File: src/rtl/dq_pkg.sv
// ---------------------------------------------------------------------------
// dq_pkg
// Shared types and constants for the double-ended queue.
// ---------------------------------------------------------------------------
package dq_pkg;

	localparam int DQ_DEPTH     = 16;
	localparam int DQ_WORD_W    = 32;
	// widest count and index over the supported depth range (1 to 64)
	localparam int DQ_CNT_MAX_W = 7;
	localparam int DQ_IDX_MAX_W = 6;

	typedef enum logic [2:0] {
		ACT_PUSH_BACK  = 3'd0,
		ACT_PUSH_FRONT = 3'd1,
		ACT_POP_BACK   = 3'd2,
		ACT_POP_FRONT  = 3'd3,
		ACT_LIST       = 3'd4
	} dq_action_t;

	typedef enum logic [1:0] {
		STAT_OK         = 2'd0,
		STAT_UNDERFLOW  = 2'd1,
		STAT_OVERFLOW   = 2'd2,
		STAT_EMPTY_LIST = 2'd3
	} dq_status_t;

	typedef enum logic {
		ST_IDLE = 1'b0,
		ST_EMIT = 1'b1
	} dq_state_t;

	// controller state as seen by the top level
	typedef struct packed {
		dq_state_t                 state;
		logic [DQ_CNT_MAX_W-1:0]   count;
		logic [DQ_IDX_MAX_W-1:0]   front;
	} dq_stat_t;

endpackage

File: src/rtl/dq_ram.sv
// ---------------------------------------------------------------------------
// dq_ram
// Generic single-write, single-read RAM with a registered read port.
// ---------------------------------------------------------------------------
module dq_ram #(
	parameter int WIDTH = 32,
	parameter int DEPTH = 16,
	localparam int AW = (DEPTH > 1) ? $clog2(DEPTH) : 1
) (
	input  logic             clk,
	input  logic             wr_en,
	input  logic [AW-1:0]    wr_addr,
	input  logic [WIDTH-1:0] wr_data,
	input  logic             rd_en,
	input  logic [AW-1:0]    rd_addr,
	output logic [WIDTH-1:0] rd_data
);

	logic [WIDTH-1:0] mem [DEPTH];

	always_ff @(posedge clk) begin
		if (wr_en) begin
			mem[wr_addr] <= wr_data;
		end
	end

	// read data holds until the next read
	always_ff @(posedge clk) begin
		if (rd_en) begin
			rd_data <= mem[rd_addr];
		end
	end

endmodule

File: src/rtl/dq_ctrl.sv
// ---------------------------------------------------------------------------
// dq_ctrl
// Queue pointers, action decode, RAM sequencing and the result register.
// ---------------------------------------------------------------------------
module dq_ctrl #(
	parameter int DEPTH = dq_pkg::DQ_DEPTH,
	localparam int IDX_W = (DEPTH > 1) ? $clog2(DEPTH) : 1
) (
	input  logic                          clk,
	input  logic                          arst_n,
	// item channel
	input  logic                          in_valid,
	output logic                          in_ready,
	input  logic [2:0]                    action,
	input  logic signed [dq_pkg::DQ_WORD_W-1:0] value,
	// result channel
	output logic                          out_valid,
	input  logic                          out_ready,
	output logic signed [dq_pkg::DQ_WORD_W-1:0] word,
	output logic [1:0]                    status,
	output logic                          last,
	// RAM port
	output logic                          wr_en,
	output logic [IDX_W-1:0]              wr_addr,
	output logic [dq_pkg::DQ_WORD_W-1:0]  wr_data,
	output logic                          rd_en,
	output logic [IDX_W-1:0]              rd_addr,
	input  logic [dq_pkg::DQ_WORD_W-1:0]  rd_data,
	// observation
	output dq_pkg::dq_stat_t              stat
);

	import dq_pkg::*;

	localparam int CNT_W = $clog2(DEPTH + 1);
	localparam int SUM_W = IDX_W + 1;

	dq_state_t             state_q, state_d;
	logic [CNT_W-1:0]      count_q, count_d;
	logic [IDX_W-1:0]      front_q, front_d;
	logic [IDX_W-1:0]      idx_q, idx_d;
	logic [CNT_W-1:0]      left_q, left_d;
	logic                  use_mem_q, use_mem_d;
	dq_status_t            stat_q, stat_d;

	logic                  out_valid_q;
	logic [DQ_WORD_W-1:0]  word_q;
	logic [1:0]            status_q;
	logic                  last_q;

	dq_action_t            act;
	logic                  in_acc, slot_free, emit, full, empty;
	logic [SUM_W-1:0]      off, sum;
	logic [IDX_W-1:0]      slot, front_dec, front_inc;

	assign act       = dq_action_t'(action);
	assign in_acc    = in_valid && in_ready;
	assign slot_free = !out_valid_q || out_ready;
	assign full      = (count_q == CNT_W'(DEPTH));
	assign empty     = (count_q == '0);

	// ring position of front + offset; both terms are below DEPTH whenever the slot is used
	assign sum  = SUM_W'(front_q) + off;
	assign slot = (sum >= SUM_W'(DEPTH)) ? IDX_W'(sum - SUM_W'(DEPTH)) : IDX_W'(sum);

	assign front_dec = (front_q == '0) ? IDX_W'(DEPTH - 1) : front_q - 1'b1;
	assign front_inc = (front_q == IDX_W'(DEPTH - 1)) ? '0 : front_q + 1'b1;

	// next state
	always_comb begin
		state_d = state_q;
		unique case (state_q)
			ST_IDLE: begin
				if (in_acc && (action <= 3'(ACT_LIST))) begin
					state_d = ST_EMIT;
				end
			end
			ST_EMIT: begin
				if (slot_free && (left_q == '0)) begin
					state_d = ST_IDLE;
				end
			end
			default: state_d = ST_IDLE;
		endcase
	end

	// outputs and datapath control
	always_comb begin
		in_ready  = (state_q == ST_IDLE);
		emit      = 1'b0;
		wr_en     = 1'b0;
		rd_en     = 1'b0;
		off       = '0;
		count_d   = count_q;
		front_d   = front_q;
		idx_d     = idx_q;
		left_d    = left_q;
		use_mem_d = use_mem_q;
		stat_d    = stat_q;
		wr_addr   = slot;
		unique case (state_q)
			ST_IDLE: begin
				if (in_acc) begin
					left_d    = '0;
					use_mem_d = 1'b0;
					stat_d    = STAT_OK;
					case (act)
						ACT_PUSH_BACK: begin
							off = SUM_W'(count_q);
							if (full) begin
								stat_d = STAT_OVERFLOW;
							end else begin
								wr_en   = 1'b1;
								count_d = count_q + 1'b1;
							end
						end
						ACT_PUSH_FRONT: begin
							wr_addr = front_dec;
							if (full) begin
								stat_d = STAT_OVERFLOW;
							end else begin
								wr_en   = 1'b1;
								front_d = front_dec;
								count_d = count_q + 1'b1;
							end
						end
						ACT_POP_BACK: begin
							off = SUM_W'(count_q - 1'b1);
							if (empty) begin
								stat_d = STAT_UNDERFLOW;
							end else begin
								rd_en     = 1'b1;
								use_mem_d = 1'b1;
								count_d   = count_q - 1'b1;
							end
						end
						ACT_POP_FRONT: begin
							if (empty) begin
								stat_d = STAT_UNDERFLOW;
							end else begin
								rd_en     = 1'b1;
								use_mem_d = 1'b1;
								front_d   = front_inc;
								count_d   = count_q - 1'b1;
							end
						end
						ACT_LIST: begin
							if (empty) begin
								stat_d = STAT_EMPTY_LIST;
							end else begin
								rd_en     = 1'b1;
								use_mem_d = 1'b1;
								idx_d     = IDX_W'(1);
								left_d    = count_q - 1'b1;
							end
						end
						default: ;
					endcase
				end
			end
			ST_EMIT: begin
				off = SUM_W'(idx_q);
				if (slot_free) begin
					emit = 1'b1;
					// fetch the next listed entry while this beat goes out
					if (left_q != '0) begin
						rd_en  = 1'b1;
						idx_d  = idx_q + 1'b1;
						left_d = left_q - 1'b1;
					end
				end
			end
			default: ;
		endcase
	end

	assign rd_addr = slot;
	assign wr_data = value;

	always_ff @(posedge clk or negedge arst_n) begin
		if (!arst_n) begin
			state_q <= ST_IDLE;
			count_q <= '0;
			front_q <= '0;
		end else begin
			state_q <= state_d;
			count_q <= count_d;
			front_q <= front_d;
		end
	end

	always_ff @(posedge clk) begin
		idx_q     <= idx_d;
		left_q    <= left_d;
		use_mem_q <= use_mem_d;
		stat_q    <= stat_d;
	end

	// result register
	always_ff @(posedge clk or negedge arst_n) begin
		if (!arst_n) begin
			out_valid_q <= 1'b0;
		end else if (emit) begin
			out_valid_q <= 1'b1;
		end else if (out_ready) begin
			out_valid_q <= 1'b0;
		end
	end

	always_ff @(posedge clk) begin
		if (emit) begin
			word_q   <= use_mem_q ? rd_data : '0;
			status_q <= stat_q;
			last_q   <= (left_q == '0);
		end
	end

	assign out_valid = out_valid_q;
	assign word      = word_q;
	assign status    = status_q;
	assign last      = last_q;

	assign stat.state = state_q;
	assign stat.count = DQ_CNT_MAX_W'(count_q);
	assign stat.front = DQ_IDX_MAX_W'(front_q);

endmodule

File: src/rtl/double_ended_queue_top.sv
// ---------------------------------------------------------------------------
// double_ended_queue_top
// Bounded deque of signed 32-bit words in a ring RAM of DEPTH entries. Each
// item is a push or pop at either end, or a listing of the contents front to
// back. One item is worked at a time: a push or pop is accepted, then its
// status beat goes out; a listing of N entries gives N beats, one RAM read per
// entry through the single read port of the ring RAM. A finished beat waits
// in the output register while the next item is accepted.
// ---------------------------------------------------------------------------
module double_ended_queue_top #(
	parameter int DEPTH = dq_pkg::DQ_DEPTH
) (
	input  logic                                clk,
	input  logic                                arst_n,
	input  logic                                in_valid,
	output logic                                in_ready,
	input  logic [2:0]                          action,
	input  logic signed [dq_pkg::DQ_WORD_W-1:0] value,
	output logic                                out_valid,
	input  logic                                out_ready,
	output logic signed [dq_pkg::DQ_WORD_W-1:0] word,
	output logic [1:0]                          status,
	output logic                                last
);

	import dq_pkg::*;

	localparam int IDX_W = (DEPTH > 1) ? $clog2(DEPTH) : 1;

	logic                  wr_en, rd_en;
	logic [IDX_W-1:0]      wr_addr, rd_addr;
	logic [DQ_WORD_W-1:0]  wr_data, rd_data;
	dq_stat_t              stat;

	dq_ctrl #(
		.DEPTH (DEPTH)
	) u_ctrl (
		.clk       (clk),
		.arst_n    (arst_n),
		.in_valid  (in_valid),
		.in_ready  (in_ready),
		.action    (action),
		.value     (value),
		.out_valid (out_valid),
		.out_ready (out_ready),
		.word      (word),
		.status    (status),
		.last      (last),
		.wr_en     (wr_en),
		.wr_addr   (wr_addr),
		.wr_data   (wr_data),
		.rd_en     (rd_en),
		.rd_addr   (rd_addr),
		.rd_data   (rd_data),
		.stat      (stat)
	);

	dq_ram #(
		.WIDTH (DQ_WORD_W),
		.DEPTH (DEPTH)
	) u_ram (
		.clk     (clk),
		.wr_en   (wr_en),
		.wr_addr (wr_addr),
		.wr_data (wr_data),
		.rd_en   (rd_en),
		.rd_addr (rd_addr),
		.rd_data (rd_data)
	);

	logic in_acc;
	assign in_acc = in_valid && in_ready;

	a_count_bound: assert property (@(posedge clk) disable iff (!arst_n)
		stat.count <= DQ_CNT_MAX_W'(DEPTH))
		else $error("fill count beyond depth");

	a_pop_dec: assert property (@(posedge clk) disable iff (!arst_n)
		(in_acc && (action == ACT_POP_BACK || action == ACT_POP_FRONT)
		 && stat.count != '0)
		|=> stat.count == $past(stat.count) - 1'b1)
		else $error("pop did not shrink the queue");

	a_full_push: assert property (@(posedge clk) disable iff (!arst_n)
		(in_acc && (action == ACT_PUSH_BACK || action == ACT_PUSH_FRONT)
		 && stat.count == DQ_CNT_MAX_W'(DEPTH))
		|=> $stable(stat.count) && $stable(stat.front))
		else $error("push on full queue changed state");

	a_emit_hold: assert property (@(posedge clk) disable iff (!arst_n)
		(stat.state == ST_EMIT) |=> $stable(stat.front) && $stable(stat.count))
		else $error("pointers moved while results were going out");

endmodule
File: config.mk
export PLATFORM = sky130hd
export DESIGN_NAME = double_ended_queue_top
export DESIGN_NICKNAME = d
export VERILOG_FILES = /design/src/rtl/dq_pkg.sv /design/src/rtl/dq_ram.sv /design/src/rtl/dq_ctrl.sv /design/src/rtl/double_ended_queue_top.sv
export SDC_FILE = /design/constraint.sdc
export NUM_CORES = 1
export LEC_CHECK = 0
export ABC_CLOCK_PERIOD_IN_PS = 7550
export BUFFER_PORTS_ARGS = -buffer_cell sky130_fd_sc_hd__buf_2
export CAP_MARGIN = 20
export CORE_MARGIN = 2
export CORE_UTILIZATION = 53
export DETAILED_ROUTE_END_ITERATION = 10
export PLACE_DENSITY = 0.72
export RECOVER_POWER = 50
export SYNTH_ARGS = -nofsm -noshare
export SYNTH_HDL_FRONTEND = slang
export SYNTH_HIERARCHICAL = 1
export SYNTH_SLANG_ARGS = --single-unit
File: constraint.sdc
create_clock -name clk -period 7.55 [get_ports clk]
set_clock_uncertainty 0.05 [all_clocks]
set_input_delay 1.51 -clock clk [delete_from_list [all_inputs] [get_ports clk]]
set_output_delay 1.51 -clock clk [all_outputs]
set_load 0.03 [all_outputs]
Yosys cells after proc, flatten, opt, wreduce, memory -nomap -nowiden
Memories as Yosys holds them, arrays and structs flattened. A register that Yosys moved wholly into a read port is not among the register bits.
Index checks and enable logic that the tools add are counted.
{"block": "word_totals", "ff_bits": 58, "ramBits": 512, "in_bits": 39, "out_inout_bits": 37, "elab_cells": 109, "memories": 1}
{"block": "classes", "add_sub_neg": 8, "n_lt_le_gt_ge": 2, "eq_ne": 15, "muxes": 50, "n_bitwise": 1, "n_reduce_logical": 21}
{"memory": "u_ram.mem", "depth": 16, "word_bits": 32, "rd": 1, "rd_clocked_by_memory_dff": 1, "wr": 1, "line": "dq_ram.sv:19", "text": "logic [WIDTH-1:0] mem [DEPTH];"}
{"cell": "2-to-1 mux 4 bit", "n": 13}
{"cell": "2-to-1 mux 5 bit", "n": 8}
{"cell": "one-hot mux 5 bit (2 select lines)", "n": 4}
{"cell": "2-to-1 mux 1 bit", "n": 18}
{"cell": "one-hot mux 4 bit (2 select lines)", "n": 2}
{"cell": "AND reduction 5 bit", "n": 3}
{"cell": "!= test 2 bit (second input constant)", "n": 7}
{"cell": "logical NOT 5 bit", "n": 2}
{"cell": "subtractor 5 x 1 -> 5 bit (second input constant)", "n": 2}
{"cell": "adder 4 x 1 -> 4 bit (second input constant)", "n": 2}
{"cell": "subtractor 4 x 1 -> 4 bit (second input constant)", "n": 2}
{"cell": "== test 3 x 2 -> 1 bit (second input constant)", "n": 2}
{"cell": "one-hot mux 2 bit (3 select lines)", "n": 1}
{"cell": "nonzero test 2 bit", "n": 3}
{"cell": "adder 4 x 5 -> 5 bit", "n": 1}
{"cell": "adder 5 x 1 -> 5 bit (second input constant)", "n": 1}
{"cell": "== test 5 bit (second input constant)", "n": 1}
{"cell": ">= comparator 5 bit (second input constant)", "n": 1}
{"cell": "nonzero test 5 bit", "n": 1}
{"cell": "== test 4 bit (second input constant)", "n": 1}
{"cell": "logical NOT 4 bit", "n": 1}
{"cell": "2-to-1 mux 2 bit", "n": 2}
{"cell": "!= test 2 x 1 -> 1 bit (second input constant)", "n": 2}
{"cell": "one-hot mux 1 bit (2 select lines)", "n": 2}
{"cell": "12 further kinds", "n": 15}

Logic depth before layout (Yosys ltp)
Gate-level depths: netlist of the first run.
{"block": "depth", "word_depth": 10, "depth_mapped": 15, "depth_no_buf": 13}

By module
The synthesis of the first run kept the hierarchy.
{"mod": "dq_ram", "instances": 1, "cells_each": 838, "area_each_um2": 20155.6, "seq_area_each_um2": 16335.7}
{"mod": "dq_ctrl", "instances": 1, "cells_each": 286, "area_each_um2": 3178.0, "seq_area_each_um2": 1686.6}

Worst setup path before layout of the first run
Ideal clock, no wire load.
{"block": "synth_path", "path_kind": "in2reg", "from": "input port action[2]", "to": "memory u_ram.mem[0][0] (enable)", "setup_time_ns": 0.461, "arrival_ns": 6.327, "t_required_ns": 7.039, "path_slack_ns": 0.712, "path_stages": 12, "path_buffers": 1, "path_cell_list": "or3b_1 -> buf_2 -> or2_4 -> o21ai_0 -> ha_1 -> a21o_1 -> a21oi_1 -> xor2_1 -> xnor2_1 -> a21o_1 -> or3b_2 -> nor3_1"}
{"block": "synth_between", "elab_chain_cells": 10, "elab_cells_between_ends": 19, "cone_classes": "2 x add/sub; 1 x order compare; 2 x eq/ne; 12 x mux; 2 x reduce/logical"}
{"element": "start, declared", "line": "double_ended_queue_top.sv:17", "text": "input logic [2:0] action,"}
{"element": "== test 3 x 2 -> 1 bit or logical NOT 3 bit (tied branches)", "line": "dq_ctrl.sv:107", "text": "case (act)"}
{"element": "one-hot mux 5 bit (2 select lines) *", "line": "dq_ctrl.sv:107"}
{"element": "2-to-1 mux 5 bit *", "line": "dq_ctrl.sv:103", "text": "if (in_acc) begin"}
{"element": "one-hot mux 5 bit (2 select lines) *", "line": "dq_ctrl.sv:101", "text": "unique case (state_q)"}
{"element": "adder 4 x 5 -> 5 bit *", "line": "dq_ctrl.sv:63", "text": "assign sum = SUM_W'(front_q) + off;"}
{"element": "subtractor 4 x 1 -> 4 bit or >= comparator 5 bit (tied branches)", "line": "dq_ctrl.sv:64", "text": "assign slot = (sum >= SUM_W'(DEPTH)) ? IDX_W'(sum - SUM_W'(DEPTH)) : IDX_W'(sum);"}
{"element": "2-to-1 mux 4 bit *", "line": "dq_ctrl.sv:64"}
{"element": "named net rd_addr[3]", "line": "double_ended_queue_top.sv:31", "text": "logic [IDX_W-1:0] wr_addr, rd_addr;"}
{"element": "2-to-1 mux 4 bit", "line": "dq_ctrl.sv:107"}
{"element": "2-to-1 mux 4 bit", "line": "dq_ctrl.sv:103"}
{"element": "2-to-1 mux 4 bit *", "line": "dq_ctrl.sv:101"}
{"element": "named net wr_addr[3]", "line": "double_ended_queue_top.sv:31"}
{"element": "end, declared", "line": "dq_ram.sv:19"}
Mark *: on every way through the listed nets, which the timed path passes. The rest lies on a longest branch.

Worst setup path after layout of the first run
{"block": "layout_path", "from": "input port action[2]", "to": "memory u_ram.mem[1][17] (enable)"}
Same word-level chain as after synthesis.

==> results of run 1 <==
through the flow:
stage | instances | total power (W)
final | 1822 | 0.01228
after detailed placement | 1712 | 0.009649
after global placement | 1710 | 0.009572
after global routing | 1822 | 0.01291
after CTS | 1816 | 0.01240
after floorplan | 1118 | 0.008221
state kept, by name, summed over array words and instances, names as in the netlist, 2 cells and up:
name	count
u_ctrl/status	2
u_ram/rd_data	32
u_ctrl/word	32
u_ctrl/stat_q	2
u_ctrl/count_q	5
u_ctrl/idx_q	4
u_ctrl/front_q	4
u_ctrl/left_q	5
u_ram/mem	512
worst reg2reg max path: stages (launching register included):
cell	delay (ns)
dfrtp_1	0.50
or3b_1	0.52
or2_4	0.29
o21ai_0	0.33
ha_1	0.31
a21o_1	0.18
a21oi_1	0.17
xor2_1	0.20
xnor2_1	0.22
a21o_1	0.28
or3b_2	0.59
nor2_4	0.50
buf_4	0.47
per-layer routing:
metal | GRT usage, % | up-vias | wire (um)
met5 | 0 | - | 0
met4 | 7.256 | 0 | 1318
met3 | 3.661 | 77 | 2749
met2 | 33.16 | 349 | 22050
met1 | 28.67 | 5661 | 18820
li1 | - | 4687 | -
report_power, final:
part           leakage [nW]  internal, W  switching, W
registers              5.51      0.00414      0.000116
logic                  1.99      0.00227       0.00302
clock network         0.883      0.00157       0.00117
cells in the final DEF, fill, tap and decap left out, types with 3 or more instances in the layout:
| master | count |
|---|---|
| dfrtp_1 | 11 |
| a21oi_1 | 13 |
| mux2_2 | 3 |
| clkinv_2 | 12 |
| nor3_2 | 4 |
| a22oi_1 | 65 |
| nor2_4 | 13 |
| clkbuf_16 | 58 |
| nand2_1 | 54 |
| buf_4 | 14 |
| nor3_1 | 3 |
| and2_1 | 11 |
| edfxtp_1 | 591 |
| nand3_1 | 4 |
| inv_1 | 9 |
| nand2b_1 | 7 |
| xor2_1 | 11 |
| nor2_1 | 13 |
| buf_16 | 4 |
| a21o_1 | 3 |
| buf_12 | 6 |
| buf_2 | 39 |
| o22ai_1 | 6 |
| and2_0 | 22 |
| ha_1 | 10 |
| clkinv_1 | 15 |
| mux4_2 | 128 |
| nand4_1 | 3 |
| o21ai_0 | 9 |
| xnor2_1 | 11 |
| clkbuf_1 | 49 |
| bufinv_16 | 5 |
area by class of cell:
class	instances	area, um^2
inverters	10	37.54
well taps	585	732.0
multi-input cells	420	4906
clock buffers	69	1493
repair buffers	101	673.1
clock inverters	35	304.0
fillers	2992	17100
flip-flops and latches	602	18020
path summary, 6_finish.rpt:
path	from	endpoint	slack (ns)	cells past startpoint
setup / recovery	action[2]	u_ram/mem[1][17]	2.08	13
hold / removal	u_ctrl/stat_q[0]	u_ctrl/status[0]	0.39	0
setup reg to reg	u_ctrl/state_q	u_ram/mem[1][17]	2.59	12
hold reg to reg	u_ctrl/stat_q[0]	u_ctrl/status[0]	0.39	0
max in group asynchronous	arst_n	u_ctrl/count_q[4]	6.18	1
min in group asynchronous	arst_n	u_ctrl/front_q[3]	0.86	1
==> flow_metrics.py, run 1 <==
metrics = {
    "run_status": {
        "status": "complete, but fails checks",
        "violations": "capacitance limit, slew limit",
    },
    "sta": {
        "max_slew_margin_pct": -74.42,
        "finalHoldViolations": 0,
        "final_max_slew_viol_count": 71,
        "period_share_pct": 72.46,
        "rsz0062_at_grt": "no",
        "holdWs_ns": 0.3863,
        "setup_viol": 0,
        "fin_crit_ns": 5.471,
        "fin_setup_tns_ns": 0,
        "tightestPinTransition_ns": 2.616,
        "setup_ws_ns": 2.079,
        "fmax_mhz": 182.8,
    },
    "logic_synthesis": {
        "netlist_area_um2": 23290,
        "yosysWarnings": 6,
        "synthCells": 1118,
        "synth_nets": 1169,
        "avgSynthCellArea_um2": 20.83,
    },
    "power_and_ir_drop": {
        "leakagePower_nw": 8.388,
        "ir_drop_mv": 0.8789,
        "p_per_area_nw_per_um2": 469.2,
    },
    "drt": {
        "wirelength_um": 44940,
        "ant_nets": 0,
        "wl_per_cell_um": 24.66,
        "via_count": 10770,
        "drcViolationCount": 0,
        "viasPerCell": 5.913,
        "drtIter0Drc": 976,
        "drtPass1Iterations": 5,
    },
    "finish": {
        "syn_to_final_growth_pct": 12.34,
        "antenna_cells": 0,
        "fin_util_pct": 60.48,
        "final_nets": 1244,
        "drive_above_1_share_pct": 24.33,
        "fin_area_um2": 26170,
    },
    "worst_setup_path": {
        "crit_top_cell": "a21o_1",
        "end_kind": "flop",
        "cp.required_ns": 7.76,
        "path_class": "primary input to flop",
        "max_stage_delay_ns": 0.59,
        "critPathMaxFanout": 19,
        "cp_slowest_cell": "or3b_2",
        "worst-path-buf-inv": 2,
        "worstSetupStartpointType": "primary input",
        "path_cells": "buf_2 -> or3b_1 -> or2_4 -> o21ai_0 -> ha_1 -> a21o_1 -> a21oi_1 -> xor2_1 -> xnor2_1 -> a21o_1 -> or3b_2 -> nor2_4 -> buf_4",
        "critPathArrivalTime_ns": 5.68,
        "critPathTopFamily": "simple AND/OR/NAND/NOR gates",
    },
    "grt": {
        "grt_pass1_vias": 11100,
        "grt_max_degree": 67,
        "grt_pass1_wl_um": 68230,
        "track_usage_pct": 20.53,
        "antenna_found_initial": 0,
        "grt-ovfl-total": 0,
    },
    "clock_tree": {
        "clk_latency_ns": 0.60,
        "cts_buffer_depth": 3,
        "root_buffer": "clkbuf_16",
        "ctsHtreeMaxLevel": 2,
        "cts_tree": "yes",
        "cts_resized": 0,
        "cts_hold_buffers": 0,
        "cts_sinks": 602,
        "cts_setup_buffers": 0,
        "path_clk_slew_ns": 0.06,
        "numCtsBuffers": 58,
    },
    "placed_design": {
        "hpwl_um": 25480,
        "port-buffer-count": 75,
        "place.gp.congestion": 0.7987,
        "placed_cell_area_um2": 24290,
        "dpl_worst_slack_ns": 1.443,
    },
    "floorplan": {
        "die_x_um": 213.6,
        "core-area_um2": 43270,
        "initial_core_util_pct": 53.83,
        "fp.dieArea_um2": 45640,
        "fp.dieH_um": 213.6,
        "fp-row-count": 76,
        "pin_count": 76,
    },
    "hold_path": {
        "worstHoldPathType": "flop to flop",
    },
    "job": {
        "drv_cap": 2,
    },
}
Note: power is estimated with default switching activity, not from simulation.
==> run 2, diff against run 1 <==
- ABC_AREA: default -> 1
- ABC_CLOCK_PERIOD_IN_PS: 7550 -> 5400
- clock period: 7.55 -> 5.4 ns (I/O delays scaled with it)
==> flow_metrics.py, run 2 <==
metrics = {
    "drt": {
        "via_count": 16970,
        "drtIter0Drc": 1531,
        "wirelength_um": 58400,
        "viasPerCell": 5.283,
        "ant_nets": 0,
        "drcViolationCount": 0,
        "wl_per_cell_um": 18.18,
        "drtPass1Iterations": 6,
    },
    "logic_synthesis": {
        "synthCells": 2468,
        "netlist_area_um2": 26310,
        "yosysWarnings": 6,
        "avgSynthCellArea_um2": 10.66,
        "synth_nets": 2519,
    },
    "sta": {
        "finalHoldViolations": 0,
        "fin_setup_tns_ns": 0,
        "max_slew_margin_pct": -66.89,
        "tightestPinTransition_ns": 2.503,
        "rsz0062_at_grt": "no",
        "fin_crit_ns": 4.369,
        "final_max_slew_viol_count": 69,
        "fmax_mhz": 228.9,
        "setup_viol": 0,
        "period_share_pct": 80.91,
    },
    "worst_setup_path": {
        "critPathMaxFanout": 33,
        "crit_top_cell": "nand2_1",
        "r2r_slack_ns": 1.03,
        "path_cells": "inv_1 -> ha_1 -> xnor2_1 -> nor2_1 -> a21oi_1 -> o21ai_0 -> ha_1 -> a21oi_1 -> nand2_1 -> nand2_1 -> nand2_1 -> inv_1 -> nand3_1 -> nand2_2 -> buf_4 -> inv_1 -> buf_12 -> nand3_1 -> nand2_1",
        "path_class": "flop to flop",
        "worst-path-buf-inv": 5,
        "critPathTopFamily": "buffers and inverters",
        "cp_slowest_cell": "inv_1",
        "end_kind": "flop",
        "crit_path_start": "u_ctrl/count_q[0]",
        "critPathArrivalTime_ns": 4.68,
        "max_stage_delay_ns": 0.51,
        "cp.required_ns": 5.71,
        "r2r-start": "u_ctrl/count_q[0]",
        "worstSetupStartpointType": "flop",
    },
    "clock_tree": {
        "root_buffer": "clkbuf_16",
        "cts_sinks": 602,
        "clk_latency_ns": 0.61,
        "cts_buffer_depth": 3,
        "numCtsBuffers": 59,
        "cts_setup_buffers": 0,
        "cts_tree": "yes",
        "path_clk_slew_ns": 0.06,
        "cts_hold_buffers": 0,
        "ctsHtreeMaxLevel": 2,
        "cts_resized": 0,
    },
    "job": {
        "drv_cap": 2,
    },
    "finish": {
        "syn_to_final_growth_pct": 10.12,
        "final_nets": 2550,
        "final_common_cell": "nand2_1",
        "largest_reg_flops": 512,
        "fillCellCount": 3882,
        "largest-register": "u_ram/mem",
        "drive_above_1_share_pct": 7.852,
        "most-common-layout-cells": "759 x nand2_1, 591 x edfxtp_1, 440 x inv_1",
    },
    "placed_design": {
        "hpwl_um": 32170,
        "place.gp.congestion": 0.8591,
        "port-buffer-count": 75,
    },
    "grt": {
        "grt_max_degree": 168,
        "grt_pass1_wl_um": 91120,
        "grt_pass1_vias": 16730,
        "grt-ovfl-total": 0,
        "track_usage_pct": 23.29,
        "antenna_found_initial": 2,
    },
    "floorplan": {
        "die_x_um": 226.8,
        "initial_core_util_pct": 53.75,
        "core-area_um2": 48950,
        "fp.dieArea_um2": 51450,
        "fp.dieH_um": 226.8,
        "fp-row-count": 81,
        "pin_count": 76,
    },
    "run_status": {
        "violations": "capacitance limit, slew limit",
        "status": "complete, but fails checks",
    },
    "hold_path": {
        "min_from": "u_ctrl/stat_q[0]",
        "worstHoldPathType": "flop to flop",
    },
}
==> run 2: metrics by stage <==
stage / cells / setup WS (ns) / instance area (um^2) / util (%) / hold WS, ns
floorplan: 2468 / 0.8013 / 26310 / - / 0.3503
global placement: 3102 / 0.8501 / 27190 / 55.55 / 0.3912
detailed placement: 3102 / 0.7716 / 27190 / 55.55 / 0.3904
CTS: 3211 / 1.099 / 29050 / 59.35 / 0.2712
global route: 3213 / 0.7790 / 28980 / 59.19 / 0.4065
finish: 3213 / 1.031 / 28980 / 59.19 / 0.3916
==> run 2: metal layers <==
layer	part of all wire, %	up-vias	track usage, %
met4	3.2	0	8.701
li1	-	8020	-
met5	0	-	0
met3	7.5	129	3.784
met1	41	8165	30.72
met2	48	659	39.02
==> run 2: worst register-to-register path: stages, from the launching register on <==
cell and delay, ns:
dfrtp_1 0.45, inv_1 0.15, ha_1 0.25, xnor2_1 0.36
nor2_1 0.11, a21oi_1 0.16, o21ai_0 0.11, ha_1 0.38
a21oi_1 0.20, nand2_1 0.07, nand2_1 0.06, nand2_1 0.06
inv_1 0.05, nand3_1 0.08, nand2_2 0.08, buf_4 0.45
inv_1 0.53, buf_12 0.32, nand3_1 0.10, nand2_1 0.07
==> run 2: worst paths after layout <==
| path | cells past startpoint | endpoint |
|---|---|---|
| min in group asynchronous | 1 | u_ctrl/count_q[4] |
| worst min-delay path | 0 | u_ctrl/status[0] |
| worst max register to register | 19 | u_ram/rd_data[1] |
| max in group asynchronous | 1 | u_ctrl/front_q[2] |
| worst max-delay path | 19 | u_ram/rd_data[1] |
| worst min register to register | 0 | u_ctrl/status[0] |
==> run 2: layout make-up <==
cell class	instances	area, um^2	area share [%]
diodes	2	5.005	0.01727
clock buffers	71	1543	5.324
clock inverters	38	319.1	1.101
inverters	451	1703	5.877
multi-input cells	1273	5761	19.88
flip-flops and latches	602	18020	62.20
well taps	664	830.8	2.867
repair buffers	112	792.0	2.733
Power of run 2 is not shown: default switching activity piles up to over one toggle a cycle in this logic, so the estimate is an artifact.
==> run 3, diff against run 2 <==
- ABC_CLOCK_PERIOD_IN_PS: 5400 -> 3500
- PLACE_DENSITY: 0.72 -> 0.74
- clock period: 5.4 -> 3.5 ns (I/O delays scaled with it)
==> flow_metrics.py, run 3 (same netlist as run 2, synthesis figures left out) <==
metrics = {
    "sta": {
        "finalHoldViolations": 0,
        "fmax_mhz": 304.7,
        "setup_viol": 0,
        "tightestPinTransition_ns": 1.550,
        "setup_ws_ns": 0.2180,
        "period_share_pct": 93.77,
        "max_slew_margin_pct": -3.746,
        "fin_crit_ns": 3.282,
        "final_max_slew_viol_count": 15,
    },
    "worst_setup_path": {
        "worst-path-buf-inv": 5,
        "max_stage_delay_ns": 0.39,
        "end_kind": "flop",
        "path_cells": "inv_2 -> ha_2 -> xnor2_2 -> nor2_1 -> a21oi_1 -> o21ai_0 -> ha_1 -> a21oi_2 -> nand3_1 -> nand2_1 -> inv_1 -> nand3_1 -> nand2_2 -> nand2_1 -> nand2_2 -> nand3b_1 -> buf_6 -> nor2_4 -> buf_12 -> clkbuf_16",
        "worstSetupStartpointType": "flop",
        "path_class": "flop to flop",
        "cp_slowest_cell": "dfrtp_1",
        "critPathMaxFanout": 6,
        "cp.required_ns": 3.77,
        "critPathArrivalTime_ns": 3.55,
        "critPathTopFamily": "simple AND/OR/NAND/NOR gates",
    },
    "run_status": {
        "status": "complete, but fails checks",
        "violations": "capacitance limit, slew limit",
    },
    "floorplan": {
        "fp.dieArea_um2": 51450,
        "die_x_um": 226.8,
        "initial_core_util_pct": 53.75,
        "fp-row-count": 81,
        "fp.dieH_um": 226.8,
        "core-area_um2": 48950,
        "pin_count": 76,
    },
    "grt": {
        "grt_pass1_wl_um": 96600,
        "grt_pass1_vias": 17300,
        "grt_max_degree": 130,
        "track_usage_pct": 24.70,
        "antenna_found_initial": 0,
        "grt-ovfl-total": 0,
    },
    "finish": {
        "multi_input_area_um2": 5762,
        "seq_area_um2": 18020,
        "fillCellCount": 3796,
        "antenna_cells": 0,
        "final_common_cell": "nand2_1",
        "most-common-layout-cells": "757 x nand2_1, 591 x edfxtp_1, 439 x inv_1",
        "final_nets": 2614,
        "syn_to_final_growth_pct": 12.93,
        "drive_above_1_share_pct": 9.234,
        "largest_reg_flops": 512,
        "fin_util_pct": 60.71,
        "largest-register": "u_ram/mem",
    },
    "clock_tree": {
        "cts_buffer_depth": 3,
        "ctsHtreeMaxLevel": 2,
        "clk_latency_ns": 0.63,
        "cts_sinks": 602,
        "path_clk_slew_ns": 0.06,
        "root_buffer": "clkbuf_16",
        "cts_tree": "yes",
        "numCtsBuffers": 59,
    },
    "hold_path": {
        "worstHoldPathType": "primary input to flop",
    },
    "placed_design": {
        "dpl_worst_slack_ns": -0.2094,
        "place.gp.congestion": 0.8445,
        "port-buffer-count": 75,
        "hpwl_um": 37170,
    },
    "drt": {
        "viasPerCell": 5.341,
        "via_count": 17490,
        "drcViolationCount": 0,
        "wl_per_cell_um": 19.06,
        "ant_nets": 0,
        "wirelength_um": 62410,
        "drtIter0Drc": 2040,
        "drtPass1Iterations": 6,
    },
    "job": {
        "drv_cap": 1,
    },
}
run 3: final timing paths:
| path | startpoint | endpoint | slack, ns | cells past startpoint |
|---|---|---|---|---|
| max | u_ctrl/count_q[0] | u_ram/mem[7][22] | 0.22 | 20 |
| min | out_ready | u_ctrl/out_valid | 0.22 | 2 |
| max reg2reg | u_ctrl/count_q[0] | u_ram/mem[7][22] | 0.22 | 20 |
| min reg2reg | u_ctrl/stat_q[0] | u_ctrl/status[0] | 0.39 | 0 |
| max in group asynchronous | arst_n | u_ctrl/count_q[1] | 2.41 | 2 |
| min in group asynchronous | arst_n | u_ctrl/count_q[4] | 0.56 | 2 |
run 3: worst reg2reg max path, stage by stage (launching register included):
cell,delay (ns)
dfrtp_1,0.39
inv_2,0.10
ha_2,0.21
xnor2_2,0.13
nor2_1,0.07
a21oi_1,0.12
o21ai_0,0.10
ha_1,0.35
a21oi_2,0.17
nand3_1,0.08
nand2_1,0.09
inv_1,0.04
nand3_1,0.08
nand2_2,0.07
nand2_1,0.07
nand2_2,0.09
nand3b_1,0.18
buf_6,0.17
nor2_4,0.12
buf_12,0.14
clkbuf_16,0.15
run 3: area by class of cell:
class / instances / share of cell area (%)
inverters: 451 / 5.722
clock buffers: 76 / 5.326
multi-input cells: 1273 / 19.39
flip-flops and latches: 602 / 60.65
clock inverters: 32 / 0.9432
repair buffers: 176 / 5.175
well taps: 664 / 2.796
run 3: routing by layer:
layer	wire, um	global-route usage, %	vias to the layer above
met5	0	0	-
li1	-	-	8141
met2	30730	41.44	842
met4	1291	7.216	0
met1	24910	33.12	8402
met3	5478	4.354	103
run 3: what timing repair did:
item | 4_1_cts | 5_1_grt
buffers inserted | 0 | 2
setup endpoints to repair | 0 | 510
hold endpoints to repair | 11 | 0
resized for setup | 0 | 8
hold buffers | 1 | 0
run 3: per-stage QoR:
stage | setup TNS, ns | cells | area [um^2] | hold slack, ns
final | 0 | 3274 | 29720 | 0.2200
after global routing | -0.01588 | 3274 | 29720 | 0.2058
after CTS | 0 | 3271 | 29770 | 0.1984
after detailed placement | -62.88 | 3162 | 27900 | 0.3723
after global placement | -40.85 | 3162 | 27900 | 0.3547
after floorplan | -101.97 | 2468 | 26370 | 0.3503
Power of run 3 is left out for the same reason.
